`src/hw/rtl/vts_pkg.sv`:
```
package vts_pkg;

  localparam int unsigned AXIS_MAX_DEF     = 16;
  localparam int unsigned VOXEL_DEPTH_DEF  = 4096;
  localparam int unsigned DENSITY_BITS_DEF = 16;

  localparam int unsigned SIZE_W    = 5;
  localparam int unsigned INDEX_W   = 12;
  localparam int unsigned VALUE_W   = 16;
  localparam int unsigned POS_W     = 18;
  localparam int unsigned FRAC_W    = 16;
  localparam int unsigned OUT_W     = 16;
  localparam int unsigned CFG_IDX_W = 2;

  localparam int unsigned S_FIELDS_W = INDEX_W + VALUE_W + 3 * POS_W;
  localparam int unsigned S_TDATA_W  = ((S_FIELDS_W + 7) / 8) * 8;

  localparam int unsigned SCALED_W = POS_W + SIZE_W + 1;
  localparam int unsigned CELL_W   = SCALED_W - FRAC_W;
  localparam int unsigned COORD_W  = CELL_W + 1;
  localparam int unsigned AREA_W   = 2 * SIZE_W;
  localparam int unsigned TMP_W    = CELL_W + SIZE_W + 2;
  localparam int unsigned BASE_W   = TMP_W + SIZE_W + 2;

  localparam int unsigned QUEUE_DEPTH = 2;
  localparam int unsigned QPTR_W      = (QUEUE_DEPTH > 1) ? $clog2(QUEUE_DEPTH) : 1;
  localparam int unsigned QCNT_W      = $clog2(QUEUE_DEPTH + 1);

  localparam int unsigned NUM_CORNERS = 8;
  localparam int unsigned CNT_W       = 3;
  localparam int unsigned BLEND_STEPS = 7;
  localparam int unsigned X_STEPS     = 4;
  localparam int unsigned XY_STEPS    = 6;

  localparam logic [SIZE_W-1:0] SIZE_RESET = SIZE_W'(16);

  localparam logic CMD_WRITE = 1'b0;
  localparam logic CMD_QUERY = 1'b1;

  localparam logic [CFG_IDX_W-1:0] CFG_SIZE_X = CFG_IDX_W'(0);
  localparam logic [CFG_IDX_W-1:0] CFG_SIZE_Y = CFG_IDX_W'(1);
  localparam logic [CFG_IDX_W-1:0] CFG_SIZE_Z = CFG_IDX_W'(2);

  typedef struct packed {
    logic [SIZE_W-1:0] nx;
    logic [SIZE_W-1:0] ny;
    logic [SIZE_W-1:0] nz;
    logic [AREA_W-1:0] nxny;
  } grid_t;

  typedef struct packed {
    logic                     is_query;
    logic [INDEX_W-1:0]       index;
    logic [VALUE_W-1:0]       value;
    logic signed [CELL_W-1:0] cx;
    logic signed [CELL_W-1:0] cy;
    logic signed [CELL_W-1:0] cz;
    logic [FRAC_W-1:0]        fx;
    logic [FRAC_W-1:0]        fy;
    logic [FRAC_W-1:0]        fz;
  } op_t;

  typedef enum logic [2:0] {
    ST_IDLE,
    ST_BASE0,
    ST_BASE1,
    ST_READ,
    ST_DRAIN,
    ST_BLEND
  } back_state_e;

  function automatic logic [SIZE_W-1:0] eff_size(logic [SIZE_W-1:0] s, int unsigned amax);
    logic [SIZE_W-1:0] r;
    r = s;
    if (int'(s) > amax) begin
      r = SIZE_W'(amax);
    end
    return r;
  endfunction

endpackage

```
`src/hw/rtl/vts_fifo.sv`:
```
module vts_fifo
  import vts_pkg::*;
(
  input  logic clk_i,
  input  logic rst_ni,
  input  logic push_valid_i,
  output logic push_ready_o,
  input  op_t  push_data_i,
  output logic pop_valid_o,
  input  logic pop_ready_i,
  output op_t  pop_data_o
);

  op_t               mem_q [QUEUE_DEPTH];
  logic [QPTR_W-1:0] wr_ptr_q, wr_ptr_d;
  logic [QPTR_W-1:0] rd_ptr_q, rd_ptr_d;
  logic [QCNT_W-1:0] cnt_q, cnt_d;
  logic              push, pop;

  assign push_ready_o = (cnt_q != QCNT_W'(QUEUE_DEPTH));
  assign pop_valid_o  = (cnt_q != '0);
  assign pop_data_o   = mem_q[rd_ptr_q];
  assign push         = push_valid_i && push_ready_o;
  assign pop          = pop_valid_o && pop_ready_i;

  always_comb begin
    wr_ptr_d = wr_ptr_q;
    rd_ptr_d = rd_ptr_q;
    cnt_d    = cnt_q;
    if (push) begin
      wr_ptr_d = (wr_ptr_q == QPTR_W'(QUEUE_DEPTH - 1)) ? '0 : wr_ptr_q + 1'b1;
    end
    if (pop) begin
      rd_ptr_d = (rd_ptr_q == QPTR_W'(QUEUE_DEPTH - 1)) ? '0 : rd_ptr_q + 1'b1;
    end
    if (push && !pop) begin
      cnt_d = cnt_q + 1'b1;
    end else if (pop && !push) begin
      cnt_d = cnt_q - 1'b1;
    end
  end

  always_ff @(posedge clk_i or negedge rst_ni) begin
    if (!rst_ni) begin
      wr_ptr_q <= '0;
      rd_ptr_q <= '0;
      cnt_q    <= '0;
    end else begin
      wr_ptr_q <= wr_ptr_d;
      rd_ptr_q <= rd_ptr_d;
      cnt_q    <= cnt_d;
    end
  end

  always_ff @(posedge clk_i) begin
    if (push) begin
      mem_q[wr_ptr_q] <= push_data_i;
    end
  end

endmodule

```
`config.mk`:
```
export PLATFORM = sky130hd
export DESIGN_NAME = vts_fifo
export DESIGN_NICKNAME = d
export VERILOG_FILES = /design/src/hw/rtl/vts_pkg.sv /design/src/hw/rtl/vts_fifo.sv
export SDC_FILE = /design/constraint.sdc
export NUM_CORES = 1
export LEC_CHECK = 0
export BUFFER_PORTS_ARGS = -buffer_cell sky130_fd_sc_hd__buf_2
export CORE_MARGIN = 2
export CORE_UTILIZATION = 35
export CTS_BUF_LIST = sky130_fd_sc_hd__clkbuf_8 sky130_fd_sc_hd__clkbuf_16
export CTS_CLUSTER_DIAMETER = 80
export DETAILED_ROUTE_END_ITERATION = 16
export GPL_TIMING_DRIVEN = 0
export HOLD_SLACK_MARGIN = 0.02
export SYNTH_ARGS = -nofsm -noshare
export SYNTH_HDL_FRONTEND = slang
export SYNTH_SLANG_ARGS = --single-unit
```
`constraint.sdc`:
```
create_clock -name clk_i -period 6.18 [get_ports clk_i]
set_clock_uncertainty 0.05 [all_clocks]
set_input_delay 1.236 -clock clk_i [delete_from_list [all_inputs] [get_ports clk_i]]
set_output_delay 1.236 -clock clk_i [all_outputs]
set_load 0.02 [all_outputs]
```
==> results of run 1 <==
## report_power, final
group / switching, mW / leakage, nW / internal (mW) / total (mW)
combinational: 1.01 / 1.70 / 0.796 / 1.81
sequential: 0.0776 / 1.92 / 1.91 / 1.99
clock: 0.522 / 0.374 / 0.804 / 1.33
## flip-flops by register name (all words and copies together) (netlist names)
signal    cells
rd_ptr_q      1
cnt_q         2
mem_q       202
wr_ptr_q      1
## synth_stat cells
master / instances
nor2_1: 2
mux2_4: 80
buf_2: 2
nand2_1: 2
xor2_1: 2
inv_1: 1
nand2b_1: 1
ha_1: 1
edfxtp_1: 202
dfrtp_1: 4
buf_4: 1
mux2_2: 21
and3_1: 1
xnor2_1: 3
buf_6: 8
or2_2: 1
## cell families (layout without fill, tap and decap cells)
| group | count (synthesis) | count (layout) | synth area share |
|---|---|---|---|
| flops | 206 | 206 | 0.790 |
| mux | 101 | 101 | 0.184 |
| buf+inv | 12 | 265 | 0.0143 |
| simple gates | 7 | 7 | 0.00433 |
| xor+xnor | 5 | 5 | 0.00561 |
| fa+ha+maj | 1 | 1 | 0.00160 |
| other cells | 0 | 1 | 0 |
## worst min-delay path by stage
stage	from	end	slack (ns)
6_report	cnt_q[1]	cnt_q[1]	0.48
5_1_grt	rst_ni	wr_ptr_q	0.46
4_1_cts	rst_ni	wr_ptr_q	0.46
3_5_place_dp	cnt_q[1]	cnt_q[1]	0.45
3_3_place_gp	wr_ptr_q	wr_ptr_q	0.43
2_1_floorplan	cnt_q[1]	cnt_q[1]	0.41
## per-stage QoR
step	utilization	setup TNS [ns]	setup slack, ns
after detailed placement	0.426	0	3.30
after CTS	0.460	0	2.97
after floorplan	-	0	0.0321
after global placement	0.421	-247.36	-2.46
final	0.460	0	3.05
after global routing	0.460	0	2.93
## area by class of cell
type / count / area, µm²
Fill cell: 1885 / 11800
Tap cell: 280 / 350
Buffer: 11 / 108
Clock buffer: 23 / 576
Sequential cell: 206 / 6170
Timing Repair Buffer: 211 / 1120
Clock inverter: 19 / 169
Multi-Input combinational cell: 114 / 1540
Antenna cell: 1 / 2.50
Inverter: 1 / 3.75
## metal layers
metal | vias up | GRT usage | wire length (µm)
met4 | 0 | 0.0349 | 412
met3 | 25 | 0.0422 | 1120
met5 | - | 0 | 0
met2 | 140 | 0.207 | 7290
met1 | 1864 | 0.139 | 5740
li1 | 1796 | - | -
==> flow_summary.toml, run 1 <==
[status]
outcome = "finished clean"

[placed_design]
place.gp.congestion = 0.710
dp_cells = 823
place_area_um2 = 9290
hpwl_um = 9980
portBuffers = 207

[routing]
antenna_left = 0
drcViolationCount = 0
vias = 3825
post_drt_wl_per_cell_um = 16.8
first_iter_violations = 123
dr.pass1.iters = 4
vias_per_cell = 4.42
totalWireLength_um = 14600

[die]
ios = 208
num_rows = 54
dieArea_um2 = 23500
start_util = 0.358
core_um2 = 21800
die_h_um = 153
die-width_um = 153

[power_and_ir_drop]
leakage_nw = 4.00
p_total_mw = 5.12
powerDensity_nw_per_um2 = 510
ir_drop_uv = 324

[synth]
synth.yosys.seq_area_share = 0.790
yosys_register_bits = 206
yosysWarningCount = 0
avgSynthCellArea_um2 = 23.5
synth_area_leaders = "edfxtp_1 78%, mux2_4 15%, mux2_2 3.0%"
syn_inst = 332
synth_area_leader_cell = "edfxtp_1"
synth_area_um2 = 7800
synth.net_count = 438
ys_types = 16
yosysTopAreaCellShare = 0.777

[layout]
syn_to_final_growth_pct = 28.6
mostFrequentLayoutCells = "209 x buf_2, 202 x edfxtp_1, 80 x mux2_4"
final_common_cell = "buf_2"
stdcell_count = 866
drive_above_1_share = 0.614
nets = 674
final_area_um2 = 10000

[global_route]
grt_start_max_net_pins = 54
grt_pass1_wl_um = 22100
antenna_found_initial = 2
grt_pass1_vias = 4076
gr-total-overflow = 0
grt_usage = 0.119

[setup_path]
critPathLaunch = "rd_ptr_q"
worst-path-stages = 4
required_ns = 4.89
arrival_ns = 1.84
path_class = "reg -> out"
slowest_delay_ns = 0.35
end_kind = "primary output"
worst_path_max_delay_cell = "dfrtp_1"
start_kind = "register"
timing.rr.end = "mem_q[0][30]"
path_cells = "buf_4 -> buf_6 -> mux2_4 -> buf_2"
critPathMaxFanout = 10
critPathBufInv = 3
rrSetupSlack_ns = 4.06
reg2reg_depth = 5
path_delay_family = "buffers and inverters"
crit_end = "pop_data_o[59]"
rr_startpoint = "cnt_q[0]"

[clock_network]
post_cts_resized = 0
cts_buffers = 23
clkTransAtPathRegs_ns = 0.06
post-cts-setup-buffers = 0
clock_latency_ns = 0.50
root_buffer = "clkbuf_16"
hold_buffers = 0
clock_path_buffers = 3
h-tree-depth = 1
numClockSinks = 206
tritoncts = "built"

[sta]
final-setup-viol-count = 0
fin_crit_sh = 0.506
holdWs_ns = 0.479
drv_slew = 0
period_minus_slack_ns = 3.13
fmax_ghz = 0.320
hold_viol = 0
rsz0062_at_grt = "no"
worstMarginPinSlew_ns = 0.736
relSlewSlack = 0.509

[worst_hold_path]
min_path_type = "reg -> reg"
hold_path_depth = 1

[job]
cap_violations = 0
Power figures use the tool's default switching activity.
==> run 2, diff against run 1 <==
Settings changed: ABC_AREA set to 1.
Clock period 6.18 ns to 2.7 ns, I/O delays scaled along.
==> flow_summary.toml, run 2 <==
[placed_design]
dp_cells = 1046
portBuffers = 207
hpwl_um = 11100
place.gp.congestion = 0.681
place_ws_ns = 0.607

[layout]
nFillCells = 1939
drive_above_1_share = 0.325
regMostFlops = "mem_q"
mostFrequentLayoutCells = "311 x nand2_1, 226 x buf_2, 202 x edfxtp_1"
utilization = 0.462
nets = 903
syn_to_final_growth_pct = 29.6
final_common_cell = "nand2_1"
stdcell_count = 1085
reg.largest.list = "mem_q x202, cnt_q x2"
largest_reg_flops = 202

[routing]
totalWireLength_um = 16200
dr.pass1.iters = 4
drt-met1-wl_um = 6570
antenna_left = 0
vias = 4715
top_layer_used = "met4"
drcViolationCount = 0
post_drt_wl_per_cell_um = 14.9
vias_per_cell = 4.35
first_iter_violations = 193
wl_met3_um = 1350
wl_met2_um = 8000

[synth]
postSynth.asyncResetShare = 0.0194
syn_inst = 556
netlist_top_cells_count = "313 x nand2_1, 202 x edfxtp_1, 19 x buf_2, 6 x inv_1, 4 x dfrtp_1"
synth.yosys.seq_area_share = 0.819
avgSynthCellArea_um2 = 13.5
ys_types = 13
yosysWarningCount = 0
synth_area_um2 = 7530
yosysTopAreaCellShare = 0.806
synth.net_count = 662
synth_area_leaders = "edfxtp_1 81%, nand2_1 16%, dfrtp_1 1.3%"
yosys_register_bits = 206
synth_area_leader_cell = "edfxtp_1"
synthFlopType = "edfxtp_1"
synth_edf_count = 202
yosysMostFrequentCell = "nand2_1"

[clock_network]
h-tree-depth = 1
hold_buffers = 1
tritoncts = "built"
clock_path_buffers = 3
numClockSinks = 206
post-cts-setup-buffers = 0
clkTransAtPathRegs_ns = 0.06
root_buffer = "clkbuf_16"
cts_buffers = 23
clock_latency_ns = 0.49
post_cts_resized = 0

[global_route]
antenna_found_initial = 0
grt_usage = 0.139
gr-total-overflow = 0
grt_pass1_vias = 4643
grt_pass1_wl_um = 24300
grt_start_max_net_pins = 28

[sta]
relSlewSlack = 0.636
drv_slew = 0
worstMarginPinSlew_ns = 0.544
period_minus_slack_ns = 2.46
rsz0062_at_grt = "no"
fmax_ghz = 0.406
fin_crit_sh = 0.912
final-setup-viol-count = 0
final.setup.worst_slack_ns = 0.237
hold_viol = 0
holdWs_ns = 0.182

[power_and_ir_drop]
ir_drop_uv = 561
powerDensity_nw_per_um2 = 1170
leakage_nw = 4.22

[job]
cap_violations = 0

[setup_path]
path_class = "reg -> out"
start_kind = "register"
end_kind = "primary output"
required_ns = 2.11
critPathMaxFanout = 10
arrival_ns = 1.87

[die]
ios = 208
num_rows = 53
core_um2 = 21100
die-width_um = 151
dieArea_um2 = 22700
start_util = 0.357
die_h_um = 151

[worst_hold_path]
min_path_type = "in -> reg"

[status]
outcome = "finished clean"
==> run 2: cell types whose count changed after synthesis, sizes merged, moves of 2 or more <==
cell | before | now
nand2 | 2 | 313
mux2 | 101 | 0
buf | 11 | 19
inv | 1 | 7
clkbuf | 0 | 3
nand3 | 0 | 2
xnor2 | 3 | 1
==> run 2: cells by family after synthesis <==
family,share of synthesized area
xor gates and xnor gates,0.00233
adders and majority gates,0.00166
buffers and inverters,0.0176
DFF,0.819
and+or+nand+nor,0.159
==> run 2: path summary, 6_finish.rpt <==
check | from | end | slack [ns] | depth (start not counted)
setup / recovery | rd_ptr_q | pop_data_o[47] | 0.24 | 5
hold / removal | push_data_i[40] | mem_q[1][40] | 0.18 | 1
setup reg to reg | cnt_q[0] | mem_q[0][11] | 0.73 | 6
hold reg to reg | cnt_q[0] | cnt_q[0] | 0.45 | 1
max in group asynchronous | rst_ni | rd_ptr_q | 2.11 | 2
min in group asynchronous | rst_ni | cnt_q[0] | 0.37 | 2
==> run 2: power by group <==
group	switching, mW	internal [mW]	leakage (nW)	total, mW
clock	1.12	1.52	0.327	2.63
combinational	2.96	1.26	1.97	4.21
sequential	0.156	4.36	1.93	4.52
total	4.23	7.13	4.22	11.4
==> run 2: final cells by class <==
class	instances	area, µm²	area share
Sequential cell	206	6170	0.632
Multi-Input combinational cell	321	1250	0.128
Timing Repair Buffer	216	1230	0.126
Clock buffer	23	576	0.0590
Tap cell	275	344	0.0353
Buffer	22	106	0.0109
Clock inverter	14	53.8	0.00552
Inverter	7	26.3	0.00269
Antenna cell	1	2.50	0.000257
==> run 2: critical path: stages (launching register included) <==
cell	delay [ns]
dfrtp_1	0.40
buf_2	0.29
buf_2	0.34
nand2_1	0.08
nand2_1	0.09
buf_2	0.17
==> run 2: through the flow <==
stage	area [µm²]	setup TNS [ns]	power (mW)
final	9750	0	11.4
after global routing	9750	0	12.1
after CTS	9750	0	11.6
after detailed placement	9110	0	8.90
after global placement	8930	-198.46	8.72
after floorplan	7550	0	7.16
==> run 2: metal layers <==
layer | GRT usage | vias up
met5 | 0 | -
met4 | 0.0336 | 0
met3 | 0.0415 | 27
met2 | 0.244 | 149
met1 | 0.169 | 2179
li1 | - | 2360
