**config.mk**
```make
export PLATFORM = sky130hd
export DESIGN_NAME = vts_front
export DESIGN_NICKNAME = d
export VERILOG_FILES = /design/src/hw/rtl/vts_pkg.sv /design/src/hw/rtl/vts_front.sv
export SDC_FILE = /design/constraint.sdc
export NUM_CORES = 1
export LEC_CHECK = 0
export BUFFER_PORTS_ARGS = -buffer_cell sky130_fd_sc_hd__buf_2
export CAP_MARGIN = 20
export CORE_MARGIN = 10
export CORE_UTILIZATION = 55
export DETAILED_ROUTE_END_ITERATION = 12
export GPL_ROUTABILITY_DRIVEN = 0
export PLACE_DENSITY = 0.89
export SLEW_MARGIN = 25
export SYNTH_ARGS = -nofsm -noshare
export SYNTH_HDL_FRONTEND = slang
export SYNTH_SLANG_ARGS = --single-unit
```
**constraint.sdc**
```tcl
create_clock -name vclk -period 4.45
set_clock_uncertainty 0.2 [all_clocks]
set_input_delay 0 -clock vclk [all_inputs]
set_output_delay 0 -clock vclk [all_outputs]
set_load 0.02 [all_outputs]
```
**src/hw/rtl/vts_pkg.sv**
```systemverilog
package vts_pkg;

  localparam int unsigned AXIS_MAX_DEF     = 16;
  localparam int unsigned VOXEL_DEPTH_DEF  = 4096;
  localparam int unsigned DENSITY_BITS_DEF = 16;

  localparam int unsigned SIZE_W    = 5;
  localparam int unsigned INDEX_W   = 12;
  localparam int unsigned VALUE_W   = 16;
  localparam int unsigned POS_W     = 18;
  localparam int unsigned FRAC_W    = 16;
  localparam int unsigned OUT_W     = 16;
  localparam int unsigned CFG_IDX_W = 2;

  localparam int unsigned S_FIELDS_W = INDEX_W + VALUE_W + 3 * POS_W;
  localparam int unsigned S_TDATA_W  = ((S_FIELDS_W + 7) / 8) * 8;

  localparam int unsigned SCALED_W = POS_W + SIZE_W + 1;
  localparam int unsigned CELL_W   = SCALED_W - FRAC_W;
  localparam int unsigned COORD_W  = CELL_W + 1;
  localparam int unsigned AREA_W   = 2 * SIZE_W;
  localparam int unsigned TMP_W    = CELL_W + SIZE_W + 2;
  localparam int unsigned BASE_W   = TMP_W + SIZE_W + 2;

  localparam int unsigned QUEUE_DEPTH = 2;
  localparam int unsigned QPTR_W      = (QUEUE_DEPTH > 1) ? $clog2(QUEUE_DEPTH) : 1;
  localparam int unsigned QCNT_W      = $clog2(QUEUE_DEPTH + 1);

  localparam int unsigned NUM_CORNERS = 8;
  localparam int unsigned CNT_W       = 3;
  localparam int unsigned BLEND_STEPS = 7;
  localparam int unsigned X_STEPS     = 4;
  localparam int unsigned XY_STEPS    = 6;

  localparam logic [SIZE_W-1:0] SIZE_RESET = SIZE_W'(16);

  localparam logic CMD_WRITE = 1'b0;
  localparam logic CMD_QUERY = 1'b1;

  localparam logic [CFG_IDX_W-1:0] CFG_SIZE_X = CFG_IDX_W'(0);
  localparam logic [CFG_IDX_W-1:0] CFG_SIZE_Y = CFG_IDX_W'(1);
  localparam logic [CFG_IDX_W-1:0] CFG_SIZE_Z = CFG_IDX_W'(2);

  typedef struct packed {
    logic [SIZE_W-1:0] nx;
    logic [SIZE_W-1:0] ny;
    logic [SIZE_W-1:0] nz;
    logic [AREA_W-1:0] nxny;
  } grid_t;

  typedef struct packed {
    logic                     is_query;
    logic [INDEX_W-1:0]       index;
    logic [VALUE_W-1:0]       value;
    logic signed [CELL_W-1:0] cx;
    logic signed [CELL_W-1:0] cy;
    logic signed [CELL_W-1:0] cz;
    logic [FRAC_W-1:0]        fx;
    logic [FRAC_W-1:0]        fy;
    logic [FRAC_W-1:0]        fz;
  } op_t;

  typedef enum logic [2:0] {
    ST_IDLE,
    ST_BASE0,
    ST_BASE1,
    ST_READ,
    ST_DRAIN,
    ST_BLEND
  } back_state_e;

  function automatic logic [SIZE_W-1:0] eff_size(logic [SIZE_W-1:0] s, int unsigned amax);
    logic [SIZE_W-1:0] r;
    r = s;
    if (int'(s) > amax) begin
      r = SIZE_W'(amax);
    end
    return r;
  endfunction

endpackage

```
**src/hw/rtl/vts_front.sv**
```systemverilog
module vts_front
  import vts_pkg::*;
(
  input  logic                 s_axis_tvalid_i,
  output logic                 s_axis_tready_o,
  input  logic [S_TDATA_W-1:0] s_axis_tdata_i,
  input  logic                 s_axis_tuser_i,
  input  grid_t                grid_i,
  output logic                 op_valid_o,
  input  logic                 op_ready_i,
  output op_t                  op_o
);

  logic signed [POS_W-1:0]    pos_x, pos_y, pos_z;
  logic signed [SCALED_W-1:0] sx, sy, sz;

  assign pos_x = $signed(s_axis_tdata_i[INDEX_W+VALUE_W +: POS_W]);
  assign pos_y = $signed(s_axis_tdata_i[INDEX_W+VALUE_W+POS_W +: POS_W]);
  assign pos_z = $signed(s_axis_tdata_i[INDEX_W+VALUE_W+2*POS_W +: POS_W]);

  // scale by axis size, floor split into cell and fraction
  assign sx = pos_x * $signed({1'b0, grid_i.nx});
  assign sy = pos_y * $signed({1'b0, grid_i.ny});
  assign sz = pos_z * $signed({1'b0, grid_i.nz});

  always_comb begin
    op_o.is_query = (s_axis_tuser_i == CMD_QUERY);
    op_o.index    = s_axis_tdata_i[INDEX_W-1:0];
    op_o.value    = s_axis_tdata_i[INDEX_W +: VALUE_W];
    op_o.cx       = sx[SCALED_W-1:FRAC_W];
    op_o.cy       = sy[SCALED_W-1:FRAC_W];
    op_o.cz       = sz[SCALED_W-1:FRAC_W];
    op_o.fx       = sx[FRAC_W-1:0];
    op_o.fy       = sy[FRAC_W-1:0];
    op_o.fz       = sz[FRAC_W-1:0];
  end

  assign op_valid_o      = s_axis_tvalid_i;
  assign s_axis_tready_o = op_ready_i;

endmodule

```
==> results of run 1 <==
==> path summary, 6_finish.rpt <==
kind  endpoint  depth (start not counted)
max   op_o[70]                         15
min   op_o[32]                          3
==> layer usage <==
layer	vias up	track usage	share of wire
li1	4121	-	-
met1	4109	0.234	0.42
met2	216	0.372	0.52
met3	34	0.0195	0.046
met4	0	0.0360	0.019
met5	-	0	0
==> repair_timing <==
item / 4_1_cts / 5_1_grt
hold buffers: 31 / 0
resized for setup: 0 / 5
setup endpoints to repair: 0 / 11
hold endpoints to repair: 31 / 0
==> power breakdown <==
| group | switching (µW) | internal [µW] | total, µW |
|---|---|---|---|
| sequential | 0 | 0 | 0 |
| clock | 0 | 0 | 0 |
| combinational | 2830 | 1730 | 4560 |
| total | 2830 | 1730 | 4560 |
==> final cells by class <==
type / instances / area [µm²]
multi-input combinational: 911 / 8850
inverter: 297 / 1110
timing repair buffer: 174 / 1030
tap: 229 / 287
fill: 1487 / 6860
==> worst max-delay path, stage by stage <==
cell                       delay, ns
sky130_fd_sc_hd__buf_2          0.19
sky130_fd_sc_hd__and2_1         0.19
sky130_fd_sc_hd__fa_1           0.52
sky130_fd_sc_hd__fa_1           0.55
sky130_fd_sc_hd__inv_1          0.05
sky130_fd_sc_hd__fa_1           0.47
sky130_fd_sc_hd__inv_1          0.04
sky130_fd_sc_hd__ha_1           0.34
sky130_fd_sc_hd__o21ai_0        0.10
sky130_fd_sc_hd__o21bai_1       0.20
sky130_fd_sc_hd__nand4_1        0.21
sky130_fd_sc_hd__a311oi_2       0.46
sky130_fd_sc_hd__nor2_1         0.14
sky130_fd_sc_hd__a311oi_1       0.39
sky130_fd_sc_hd__buf_2          0.24
==> stage by stage <==
stage	worst slack (ns)	instance area, µm²	hold slack [ns]	instances	power (µW)
finish	0.169	11300	0.196	1611	4560
global route	0.00181	11300	0.218	1611	5070
CTS	0.167	11300	0.199	1611	4570
detailed placement	0.166	11000	-0.200	1580	4500
global placement	0.270	11000	-0.200	1580	4370
floorplan	0.495	10300	-0.0874	1257	3300
==> cells in the final DEF (no fill, tap or decap), drive strengths merged, types with 7 or more instances in the layout <==
| master | synthesis | layout |
|---|---|---|
| and2 | 242 | 242 |
| buf | 31 | 143 |
| fa | 165 | 165 |
| o21ai | 28 | 28 |
| dlygate4sd3 | 0 | 31 |
| nand2 | 58 | 58 |
| a21o | 27 | 27 |
| inv | 297 | 297 |
| nor2 | 30 | 30 |
| a21oi | 53 | 53 |
| nor3 | 10 | 10 |
| nand4 | 8 | 8 |
| nand3 | 11 | 11 |
| o211ai | 9 | 9 |
| xor2 | 14 | 14 |
| ha | 135 | 135 |
| xnor2 | 42 | 42 |
| a211oi | 7 | 7 |
==> kinds of logic after synthesis <==
group           count (synthesis)  synth area share
simple gates                  388             0.214
buf+inv                       346             0.138
fa+ha+maj                     300             0.487
compound gates                165             0.110
xor+xnor                       57            0.0500
mux                             1          0.000976
==> Implementation_results.wiki, run 1 <==
{| class="wikitable"
! Metric !! Value
|-
| Number of DRC markers after the initial detailed-route iteration || 302
|-
| Maximum fanout count along the critical path || 18
|-
| Most frequently used cell type in the post-synthesis netlist || sky130_fd_sc_hd__inv_1
|-
| Total inserted antenna cells || 0
|-
| Final routed DRC violation total || 0
|-
| Core region area || 18100 µm²
|-
| Row count || 49
|-
| Total of clock buffers placed in the layout || 0
|-
| Global-route wire length before repair || 41300 µm
|-
| Post-layout utilization of the core || 0.622
|-
| Netlist Area Pre-Place || 10300 µm²
|-
| Beginning of the worst hold path || s_axis_tdata_i[28]
|-
| Final layout net count || 1800
|-
| CP Capture Type || output port
|-
| Worst Setup Start Kind || input pin
|-
| Final global-route overflow total || 0
|-
| Top area cells in the synthesized netlist || sky130_fd_sc_hd__fa_1, sky130_fd_sc_hd__ha_1, sky130_fd_sc_hd__and2_1
|-
| Leakage power figure || 0.00627 µW
|-
| Part of the Yosys area used for sequential elements || 0
|-
| Number of unique standard cell types used by synthesis || 57
|-
| GRT Total Usage || 0.196
|-
| Chip height || 157 µm
|-
| DIE AREA || 24500 µm²
|-
| Final count of hold timing violations || 0
|-
| Arrival time at the worst endpoint || 4.08 ns
|-
| Cell accounting for the most synthesized area || sky130_fd_sc_hd__fa_1
|-
| Worst vdd ir || 0.386 mV
|-
| Estimated wirelength of the detail-placed design || 20200 µm
|-
| Setup Total Neg Slack || 0 ns
|-
| Number of global-route vias before repair || 9285
|-
| Post-route antenna net violation count || 0
|-
| Average routed wire per standard cell || 14.8 µm
|-
| Width of the die || 157 µm
|-
| Initial core utilization || 0.565
|-
| Fraction of final layout cells with drive strength greater than 1 || 0.113
|-
| Clock period minus final worst setup slack || 4.28 ns
|-
| Max-slew headroom at the worst pin || 0.588
|-
| RSZ-0062 raised after global routing || false
|-
| Sum of routed wire length over all layers || 23900 µm
|-
| Path category of the worst min-delay check || in -> out
|-
| Total number of yosys warnings || 0
|-
| Drt first pass iters || 5
|-
| Fraction of the cycle the final worst path needs || 0.962
|-
| Via count || 8480
|-
| Data required time at the worst endpoint || 4.25 ns
|-
| Worst setup startpoint || grid_i[20]
|-
| Number of violations of the max-capacitance limit || 0
|-
| Storage cell area || 0 µm²
|-
| Actual transition at the worst max-transition pin || 0.611 ns
|-
| Maximum number of pins on one net before global-route repair || 19
|-
| Final Max Tran Viols || 0
|-
| Number of input and output port buffers inserted || 141
|-
| Nets in the synthesized netlist || 1673
|-
| Yosys top cell area share || 0.322
|-
| Maximum achievable frequency || 234 MHz
|-
| Number of cells produced by synthesis || 1257
|-
| Leading post-synthesis cells by instance count || sky130_fd_sc_hd__inv_1, sky130_fd_sc_hd__and2_1, sky130_fd_sc_hd__fa_1, sky130_fd_sc_hd__ha_1, sky130_fd_sc_hd__nand2_1
|-
| Run status || complete, no violations
|-
| I/O pin count || 219
|-
| Setup bufs post-CTS || 0
|-
| Vias per inst || 5.26
|-
| Number of setup violations in the final report || 0
|-
| Layout area overhead || 10.1%
|-
| Post-Syn Area per Cell || 8.16 µm²
|-
| Seq_cells || 0
|-
| Type of the worst setup path || in -> out
|-
| Power density relative to cell area || 404 nW/µm²
|-
| Initial antenna violation count || 0
|}
(Power assumes the default switching activity.)
==> run 2: changes to the inputs <==
ABC_AREA = 1   (was not set)
PLACE_DENSITY = 0.88   (was 0.89)
==> Implementation_results.wiki, run 2 <==
{| class="wikitable"
! Metric !! Value
|-
| Post-Syn Area per Cell || 6.11 µm²
|-
| Layout area overhead || 8.77%
|-
| DIE AREA || 27300 µm²
|-
| Number of global-route vias before repair || 11544
|-
| Final count of hold timing violations || 0
|-
| Estimated wirelength of the detail-placed design || 23800 µm
|-
| Core region area || 20900 µm²
|-
| Number of cells produced by synthesis || 1898
|-
| Part of the Yosys area used for sequential elements || 0
|-
| Setup Total Neg Slack || 0 ns
|-
| Path category of the worst min-delay check || in -> out
|-
| Layout fillers || 1934
|-
| Number of input and output port buffers inserted || 141
|-
| Type of the worst setup path || in -> out
|-
| Netlist Area Pre-Place || 11600 µm²
|-
| Maximum fanout count along the critical path || 18
|-
| CP Capture Type || output port
|-
| Total of clock buffers placed in the layout || 0
|-
| Nets in the synthesized netlist || 2314
|-
| Cell with the largest stage delay on the worst path || sky130_fd_sc_hd__fa_1
|-
| Initial core utilization || 0.555
|-
| Max-slew headroom at the worst pin || 0.743
|-
| Fraction of final layout cells with drive strength greater than 1 || 0.0861
|-
| Average routed wire per standard cell || 11.9 µm
|-
| Leading post-synthesis cells by instance count || sky130_fd_sc_hd__inv_1, sky130_fd_sc_hd__nand2_1, sky130_fd_sc_hd__fa_1, sky130_fd_sc_hd__ha_1, sky130_fd_sc_hd__nand3_1
|-
| Chip height || 165 µm
|-
| I/O pin count || 219
|-
| Arrival time at the worst endpoint || 3.58 ns
|-
| Storage cell area || 0 µm²
|-
| Power share of the sequential group || 0
|-
| GRT Total Usage || 0.203
|-
| Setup bufs post-CTS || 0
|-
| Most frequently used cell type in the post-synthesis netlist || sky130_fd_sc_hd__inv_1
|-
| Number of setup violations in the final report || 0
|-
| Commonest cells after routing, fill and taps aside || sky130_fd_sc_hd__inv_1, sky130_fd_sc_hd__nand2_1, sky130_fd_sc_hd__fa_1, sky130_fd_sc_hd__buf_2, sky130_fd_sc_hd__ha_1
|-
| Via count || 11061
|-
| RSZ-0062 raised after global routing || false
|-
| Row count || 53
|-
| Vias per inst || 4.84
|-
| Internal power summed over all cells || 1600 µW
|-
| Maximum number of pins on one net before global-route repair || 19
|-
| Maximum achievable frequency || 264 MHz
|-
| Series of cell instances along the critical path || buf_2 > nand2_1 > fa_1 > inv_1 > fa_1 > inv_1 > fa_1 > inv_1 > ha_1 > nand2_1 > inv_1 > nand3_2 > nor2_2 > nand3_1 > nand3_1 > nand2_1 > nand2_1 > buf_2
|-
| Clock period minus final worst setup slack || 3.78 ns
|-
| Width of the die || 165 µm
|-
| Worst Setup Start Kind || input pin
|-
| Worst hold slack after final layout || 0.171 ns
|-
| Total of hold buffers inserted after clock tree synthesis || 31
|-
| Count of instances resized after the clock tree is built || 0
|-
| Drt first pass iters || 5
|-
| Final layout net count || 2427
|-
| Run status || complete, no violations
|-
| Net Sw Power || 3160 µW
|-
| Seq_cells || 0
|-
| Final Max Tran Viols || 0
|-
| Fraction of the cycle the final worst path needs || 0.850
|-
| Data required time at the worst endpoint || 4.25 ns
|-
| Delay of the slowest cell on the worst path || 0.53 ns
|-
| Top area cells in the synthesized netlist || sky130_fd_sc_hd__fa_1, sky130_fd_sc_hd__inv_1, sky130_fd_sc_hd__nand2_1
|-
| Share of power burned in combinational logic || 1.000
|-
| Cell accounting for the most synthesized area || sky130_fd_sc_hd__fa_1
|-
| Final global-route overflow total || 0
|-
| Post-route antenna net violation count || 0
|-
| Net Sw Frac || 0.664
|-
| Global-route wire length before repair || 48100 µm
|-
| Number of unique standard cell types used by synthesis || 22
|-
| Number of violations of the max-capacitance limit || 0
|-
| Actual transition at the worst max-transition pin || 0.386 ns
|-
| Final routed DRC violation total || 0
|-
| Worst vdd ir || 0.370 mV
|-
| Power density relative to cell area || 378 nW/µm²
|-
| Cell count after placement || 2253
|-
| Leakage power figure || 0.00917 µW
|-
| Most common cell after layout, fill and taps aside || sky130_fd_sc_hd__inv_1
|-
| Initial antenna violation count || 0
|-
| Sum of routed wire length over all layers || 27300 µm
|-
| Yosys top cell area share || 0.285
|-
| Number of standard cells in the layout, taps in and fillers out || 2285
|-
| Total number of yosys warnings || 0
|-
| Share of power burned in the clock network || 0
|-
| Number of DRC markers after the initial detailed-route iteration || 632
|}
==> run 2: changes by cell type in the layout (fill, tap and decap cells not counted), sizes merged, moves of 41 or more <==
cell / delta
xnor2: -42
nand3: +72
and2: -235
nor2: +41
inv: +364
nand2: +562
==> run 2: worst max-delay path, delay by kind of cell <==
family / cells / cell delay [ns]
fa+ha+maj: 4 / 1.94
buf+inv: 6 / 0.75
simple gates: 8 / 0.88
==> run 2: cell families after synthesis <==
| family | after synthesis | share of synthesized area |
|---|---|---|
| compound gates | 52 | 0.0253 |
| buf+inv | 722 | 0.244 |
| simple gates | 796 | 0.279 |
| fa+ha+maj | 300 | 0.431 |
| xor+xnor | 28 | 0.0212 |
==> run 2: path summary, 6_finish.rpt <==
kind | slack [ns] | from | endpoint | depth (start not counted)
min | 0.17 | s_axis_tdata_i[46] | op_o[16] | 4
max | 0.67 | grid_i[20] | op_o[71] | 18
==> run 2: cell type report <==
cell class	count	area [µm²]	share of cell area
Antenna cell	1	2.50	0.000198
Inverter	661	2480	0.197
Multi-Input combinational cell	1176	8770	0.695
Tap cell	275	344	0.0273
Timing Repair Buffer	172	1020	0.0806
==> run 2: through the flow <==
stage               utilization  cell area, µm²  power [µW]  setup WS (ns)
finish                    0.604           12600        4770          0.666
global route              0.604           12600        5400          0.397
CTS                       0.604           12600        4780          0.651
detailed placement        0.589           12300        4710          0.670
global placement          0.589           12300        4580          0.768
floorplan                     -           11600        3450          0.838
==> run 2: metal layers <==
| metal | track usage | up-vias | part of all wire | wire length (µm) |
|---|---|---|---|---|
| li1 | - | 5503 | - | - |
| met1 | 0.236 | 5160 | 0.40 | 10900 |
| met2 | 0.391 | 350 | 0.52 | 14300 |
| met3 | 0.0151 | 48 | 0.057 | 1560 |
| met4 | 0.0483 | 0 | 0.019 | 531 |
| met5 | 0 | - | 0 | 0 |
==> run 2: power by group through the flow <==
stage	clock, µW	sequential (µW)	combinational, µW
4_1_cts	0	0	4780
3_5_place_dp	0	0	4710
6_report	0.0000301	0	4770
5_1_grt	0	0	5400
2_1_floorplan	0	0	3450
3_3_place_gp	0	0	4580
==> run 3: changes to the inputs <==
BUFFER_PORTS_ARGS = -buffer_cell sky130_fd_sc_hd__buf_4   (was -buffer_cell sky130_fd_sc_hd__buf_2)
==> Implementation_results.wiki, run 3 (synthesis gave the netlist of run 2 again) <==
{| class="wikitable"
! Metric !! Value
|-
| Run status || complete, no violations
|-
| Clock period minus final worst setup slack || 3.61 ns
|-
| Via count || 10889
|-
| Fraction of the cycle the final worst path needs || 0.812
|-
| Type of the worst setup path || in -> out
|-
| Row count || 53
|-
| Total of clock buffers placed in the layout || 0
|-
| Core region area || 20900 µm²
|-
| Chip height || 165 µm
|-
| Maximum fanout count along the critical path || 18
|-
| Number of standard cells in the layout, taps in and fillers out || 2284
|-
| Setup Slack @ Placement || 0.862 ns
|-
| Drt first pass iters || 6
|-
| Initial antenna violation count || 0
|-
| Layout area overhead || 11.8%
|-
| Arrival time at the worst endpoint || 3.41 ns
|-
| Initial core utilization || 0.555
|-
| Final global-route overflow total || 0
|-
| Estimated wirelength of the detail-placed design || 23600 µm
|-
| CP Capture Type || output port
|-
| Width of the die || 165 µm
|-
| Final count of hold timing violations || 0
|-
| DIE AREA || 27300 µm²
|-
| I/O pin count || 219
|-
| Total inserted antenna cells || 0
|-
| Actual transition at the worst max-transition pin || 0.280 ns
|-
| Max-slew headroom at the worst pin || 0.813
|-
| Number of input and output port buffers inserted || 141
|-
| Post-route antenna net violation count || 0
|-
| Path category of the worst min-delay check || in -> out
|-
| Sum of routed wire length over all layers || 27600 µm
|-
| Seq_cells || 0
|-
| Vias per inst || 4.77
|-
| Maximum number of pins on one net before global-route repair || 19
|-
| Average routed wire per standard cell || 12.1 µm
|-
| Most common cell after layout, fill and taps aside || sky130_fd_sc_hd__inv_1
|-
| Data required time at the worst endpoint || 4.25 ns
|-
| Number of setup violations in the final report || 0
|-
| Maximum achievable frequency || 277 MHz
|-
| Storage cell area || 0 µm²
|-
| Cell count after placement || 2253
|-
| Final routed DRC violation total || 0
|-
| Final layout net count || 2427
|-
| Number of global-route vias before repair || 11268
|-
| Power density relative to cell area || 392 nW/µm²
|-
| Worst hold slack after final layout || 0.126 ns
|-
| Commonest cells after routing, fill and taps aside || sky130_fd_sc_hd__inv_1, sky130_fd_sc_hd__nand2_1, sky130_fd_sc_hd__fa_1, sky130_fd_sc_hd__buf_4, sky130_fd_sc_hd__ha_1
|-
| Final worst-path setup slack || 0.838 ns
|-
| Setup Total Neg Slack || 0 ns
|-
| Worst Setup Start Kind || input pin
|-
| Leakage power figure || 0.00929 µW
|-
| Global-route wire length before repair || 47800 µm
|-
| RSZ-0062 raised after global routing || false
|-
| Worst vdd ir || 0.375 mV
|-
| GRT Total Usage || 0.202
|-
| Fraction of final layout cells with drive strength greater than 1 || 0.0861
|-
| Number of violations of the max-capacitance limit || 0
|-
| Final Max Tran Viols || 0
|-
| Number of DRC markers after the initial detailed-route iteration || 566
|-
| Setup bufs post-CTS || 0
|}
## run 3: cell count changes in the layout (fill, tap and decap cells not counted)
| cell | delta |
|---|---|
| sky130_fd_sc_hd__buf_2 | -141 |
| sky130_fd_sc_hd__buf_4 | +141 |
| sky130_fd_sc_hd__diode_2 | -1 |
## run 3: stage by stage
stage	total power (µW)	util	instance area [µm²]
detailed placement	5020	0.606	12700
global placement	4910	0.606	12700
global route	5690	0.621	13000
CTS	5100	0.621	13000
floorplan	3450	-	11600
finish	5080	0.621	13000
## run 3: power by group
part           switching (µW)  leakage, µW  internal (µW)
sequential                  0            0              0
combinational            3190      0.00929           1900
clock                       0            0              0
total                    3190      0.00929           1900
## run 3: final timing paths
| check | startpoint | endpoint | slack (ns) | depth (start not counted) |
|---|---|---|---|---|
| hold / removal | s_axis_tdata_i[64] | op_o[0] | 0.13 | 4 |
| setup / recovery | grid_i[21] | op_o[69] | 0.84 | 18 |
## run 3: critical path, cell delays in order
cell and delay (ns):
sky130_fd_sc_hd__buf_4 0.23, sky130_fd_sc_hd__nand2_1 0.08, sky130_fd_sc_hd__inv_1 0.08, sky130_fd_sc_hd__fa_1 0.46, sky130_fd_sc_hd__fa_1 0.58, sky130_fd_sc_hd__inv_1 0.06, sky130_fd_sc_hd__fa_1 0.47, sky130_fd_sc_hd__inv_1 0.05
sky130_fd_sc_hd__ha_1 0.32, sky130_fd_sc_hd__nand2_1 0.12, sky130_fd_sc_hd__inv_1 0.06, sky130_fd_sc_hd__a21oi_1 0.21, sky130_fd_sc_hd__nand3_1 0.19, sky130_fd_sc_hd__nand2_1 0.12, sky130_fd_sc_hd__nand2_1 0.08, sky130_fd_sc_hd__nand2_1 0.06
sky130_fd_sc_hd__nand2_1 0.07, sky130_fd_sc_hd__buf_4 0.16
## run 3: cell type report
class              instances  area, µm²
multi-input cells       1176       8770
inverters                661       2480
fillers                 1871       7930
repair buffers           172       1370
well taps                275        344
## run 3: what timing repair did
item,4_1_cts,5_1_grt
hold buffers,31,0
hold endpoints to repair,31,0
gates resized for setup,0,0
## run 3: layer usage
layer | share of wire | vias to the layer above | global-route usage
met4 | 0.015 | 0 | 0.0342
met2 | 0.53 | 322 | 0.396
met1 | 0.41 | 5020 | 0.239
met3 | 0.051 | 35 | 0.0112
li1 | - | 5512 | -
met5 | 0 | - | 0
